### config.mk
export PLATFORM = sky130hd
export DESIGN_NAME = afws_ctrl
export DESIGN_NICKNAME = d
export VERILOG_FILES = /design/src/sv/afws_pkg.sv /design/src/sv/afws_ctrl.sv
export SDC_FILE = /design/constraint.sdc
export NUM_CORES = 1
export LEC_CHECK = 0
export BUFFER_PORTS_ARGS = -buffer_cell sky130_fd_sc_hd__buf_2
export CAP_MARGIN = 15
export CORE_UTILIZATION = 25
export DETAILED_ROUTE_END_ITERATION = 10
export GPL_TIMING_DRIVEN = 1
export PLACE_DENSITY = 0.57
export SLEW_MARGIN = 0
export SYNTH_ARGS = -nofsm -noshare
export SYNTH_HDL_FRONTEND = slang
export SYNTH_SLANG_ARGS = --single-unit
### constraint.sdc
create_clock -name clk -period 2.8 [get_ports clk]
set_input_delay 0.14 -clock clk [delete_from_list [all_inputs] [get_ports clk]]
set_output_delay 0.14 -clock clk [all_outputs]
set_load 0.02 [all_outputs]
### src/sv/afws_pkg.sv
// Shared types and constants for the aging FIFO window sum block.
// No dependencies; afws_if, afws_dp, afws_ctrl and the top file import this package.
package afws_pkg;

	// Default number of places in the entry store.
	localparam int DEPTH_DEF = 128;

	// Field widths.
	localparam int VALUE_W = 32;
	localparam int TOTAL_W = 48;
	localparam int COUNT_W = 8;
	localparam int CFG_IDX_W = 2;

	// Reset value of the places register.
	localparam logic [COUNT_W-1:0] PLACES_RESET = 8'd100;

	// Configuration register indexes.
	typedef enum logic [CFG_IDX_W-1:0] {
		REG_INITIAL_AMOUNT = 2'd0,
		REG_INCREMENT      = 2'd1,
		REG_PLACES         = 2'd2
	} reg_idx_t;

	// Commands from the controller to the datapath.
	typedef struct packed {
		logic accept;    // request taken, latch the value
		logic load;      // stored entry is on the read port, update the store
		logic sum;       // fold the step's terms into the running total
		logic div_go;    // start the mean division
		logic out_load;  // move the finished result into the output register
	} afws_cmd_t;

	// Status from the datapath to the controller.
	typedef struct packed {
		logic div_busy;
		logic div_done;
		logic out_free;
	} afws_stat_t;

endpackage

### src/sv/afws_ctrl.sv
// Controller of the aging FIFO window sum: sequences one request through the
// store update, total update, mean division and output load. Depends on afws_pkg.
module afws_ctrl (
	input  logic                 clk,
	input  logic                 arst_n,
	input  logic                 in_valid,
	input  afws_pkg::afws_stat_t stat,
	output logic                 in_ready,
	output afws_pkg::afws_cmd_t  cmd
);
	import afws_pkg::*;

	typedef enum logic [5:0] {
		ST_IDLE     = 6'b000001,
		ST_LOAD     = 6'b000010,
		ST_SUM      = 6'b000100,
		ST_DIV_GO   = 6'b001000,
		ST_DIV_WAIT = 6'b010000,
		ST_DONE     = 6'b100000
	} state_t;

	state_t state_q;
	state_t state_d;

	// Next state and commands.
	always_comb begin
		state_d = state_q;
		cmd = '0;
		in_ready = 1'b0;
		unique case (state_q)
			ST_IDLE: begin
				in_ready = 1'b1;
				if (in_valid) begin
					cmd.accept = 1'b1;
					state_d = ST_LOAD;
				end
			end
			ST_LOAD: begin
				cmd.load = 1'b1;
				state_d = ST_SUM;
			end
			ST_SUM: begin
				cmd.sum = 1'b1;
				state_d = ST_DIV_GO;
			end
			ST_DIV_GO: begin
				cmd.div_go = 1'b1;
				state_d = ST_DIV_WAIT;
			end
			ST_DIV_WAIT: begin
				if (stat.div_done) begin
					state_d = ST_DONE;
				end
			end
			ST_DONE: begin
				if (stat.out_free) begin
					cmd.out_load = 1'b1;
					state_d = ST_IDLE;
				end
			end
			default: begin
				state_d = ST_IDLE;
			end
		endcase
	end

	always_ff @(posedge clk or negedge arst_n) begin
		if (!arst_n) begin
			state_q <= ST_IDLE;
		end else begin
			state_q <= state_d;
		end
	end

	// The divider is running in the cycle after it is started.
	a_div_started: assert property (@(posedge clk) disable iff (!arst_n)
		state_q == ST_DIV_GO |=> stat.div_busy)
		else $error("divider did not start");

endmodule

==> metrics.cfg <==
[run_status]
status=finished clean

[pwr]
leakage_nw=0.223
clkPwrFrac=0.189
power_density_nw_per_um2=971
ir_drop_mv=0.315
sw_frac_of_total=0.403
seq_power_share=0.357
comb_power_share=0.453
internal_power_uw=260
switchingPower_uw=176

[floorplan]
core_area_um2=1280
die_area_um2=1530
initial_core_util=0.268
die_y_um=39.1
die_x_um=39.1
row_count=13
boundaryPins=12

[sta]
rsz0062_at_grt=false
drv_slew=0
relSlewSlack=0.786
fmax_ghz=0.583
min_period_ps=1710
hold_viol_final=0
fin_skew_ps=5.88
worstMarginPinSlew_ps=319
timing.final.crit_share=0.612
setup_violations=0
tns_ps=0

[critical_path]
crit_type=flop to primary output
start_kind=flop
arrival_ps=1570
r2r-end=state_q[0]
r2r_slack_ps=1390
required_ps=2660
r2r_start=state_q[1]
critPathMaxFanout=8
ff2ff_path_depth=3
endpoint_kind=primary output

[synth]
synthFlopType=dfrtp_1
synth_area_per_cell_um2=9.56
synth_nets=42
ys_ff_latch=6
synthCells=36
yosys_warnings=0
syn-cell-area_um2=344
synth-edff-count=0
synth.distinct_cells=21
yosysSeqAreaShare=0.440
async_flop_share=1.00

[clock_network]
htree_levels=1
clk_pin_slew_ps=40
cts_tree=done
postCtsResizedCells=0
cts_root_buf=clkbuf_4
clock-sinks=6
clkLatencyLatePin_ps=240
hold_buffers=1
post-cts-setup-buffer-count=0
cts_buffer_depth=2
cts_made_buffers=3

[finish]
syn_to_final_growth_pct=30.5
largest_reg_flops=6
largestRegisters=state_q: 6 flops
final_core_util=0.350
max_flop_register=state_q
num_antenna_cells=0
drive_gt1_frac=0.353
nets=58

[placed_design]
gp_congestion=0.620
port_buffers=10
hpwlAfterDp_um=506

[detailed_routing]
drtIter0Drc=4
routedWlPerCell_um=10.4
dr.pass1.iters=3
routed_via_density=4.59
highest_layer=met3
antenna_left=0
dr_wl_met2_um=354
vias=303
drt-total-wl_um=684
wl_met3_um=25
drt-met1-wl_um=304
drcViolationCount=0

[global_route]
grt_pass1_wl_um=986
grt_overflow=0
antenna_found_initial=0
grt_max_degree=9
grt_pass1_vias=264
grt_util_all_layers=0.101

[worst_hold_path]
hold_path.class=primary input to flop
hold_depth=2
hold_start=in_valid
whs_endpoint=state_q[0]

[run]
drv_cap=0

Yosys cell counts (2+ instances only):
master,n,area (um^2)
nand3b_1,2,15.0
and3_1,4,25.0
nor2_1,6,22.5
and2_1,2,12.5
dfrtp_1,5,125
a21oi_1,2,10.0
cells in the final DEF, fill, tap and decap left out, drive strengths merged, types with 2 or more instances in the layout:
| cell | count |
|---|---|
| dfrtp | 5 |
| or4 | 2 |
| nand3b | 2 |
| and2 | 2 |
| o22ai | 2 |
| nor2 | 6 |
| a21oi | 2 |
| and3 | 4 |
| buf | 10 |
| clkbuf | 4 |
power groups by stage:
stage	Combinational (mW)	Sequential (mW)	Clock, mW
finish	0.198	0.156	0.0826
global route	0.222	0.160	0.0916
CTS	0.200	0.156	0.0873
detailed placement	0.198	0.157	0
global placement	0.195	0.157	0
floorplan	0.157	0.145	0
worst max path at each step:
| stage | cells after the start | endpoint | slack, ps | from |
|---|---|---|---|---|
| after floorplan | 2 | cmd[1] | 1350 | state_q[1] |
| after global placement | 3 | cmd[1] | 1330 | state_q[1] |
| after detailed placement | 3 | cmd[1] | 1330 | state_q[1] |
| after CTS | 3 | cmd[1] | 1070 | state_q[1] |
| after global routing | 5 | cmd[4] | 1040 | state_q[4] |
| final | 3 | cmd[1] | 1090 | state_q[1] |
logic make-up (layout without fill, tap and decap cells):
family,Yosys count,count (layout),synth area share
simple gates,21,21,0.371
buf+inv,1,16,0.0109
xor+xnor,2,2,0.0509
flops,6,6,0.440
compound gates,6,6,0.127
per-stage QoR:
| stage | instances | setup WS, ps | power (mW) | cell area, um^2 | hold WS (ps) |
|---|---|---|---|---|---|
| after global routing | 66 | 1040 | 0.474 | 449 | 109 |
| after floorplan | 36 | 1350 | 0.302 | 344 | -156 |
| after global placement | 61 | 1330 | 0.352 | 413 | -32.9 |
| after CTS | 66 | 1070 | 0.443 | 449 | 83.8 |
| final | 66 | 1090 | 0.436 | 449 | 89.9 |
| after detailed placement | 61 | 1330 | 0.355 | 413 | -31.5 |
layout make-up:
type / instances / area (um^2)
timing repair buffer: 11 / 60.1
sequential: 6 / 151
clock buffer: 4 / 26.3
multi-input combinational: 29 / 189
tap: 15 / 18.8
fill: 138 / 836
inverter: 1 / 3.75
routing by layer:
| metal | track usage | vias to the layer above |
|---|---|---|
| met5 | 0 | - |
| li1 | - | 160 |
| met3 | 0.0405 | 0 |
| met1 | 0.105 | 137 |
| met4 | 0.0776 | 0 |
| met2 | 0.158 | 6 |
worst max-delay path, stage by stage (launching register included):
cell,delay [ps]
dfrtp_1,440
or4_1,610
nor2_1,120
buf_2,160
No activity file was read; power rests on OpenSTA's default activity.
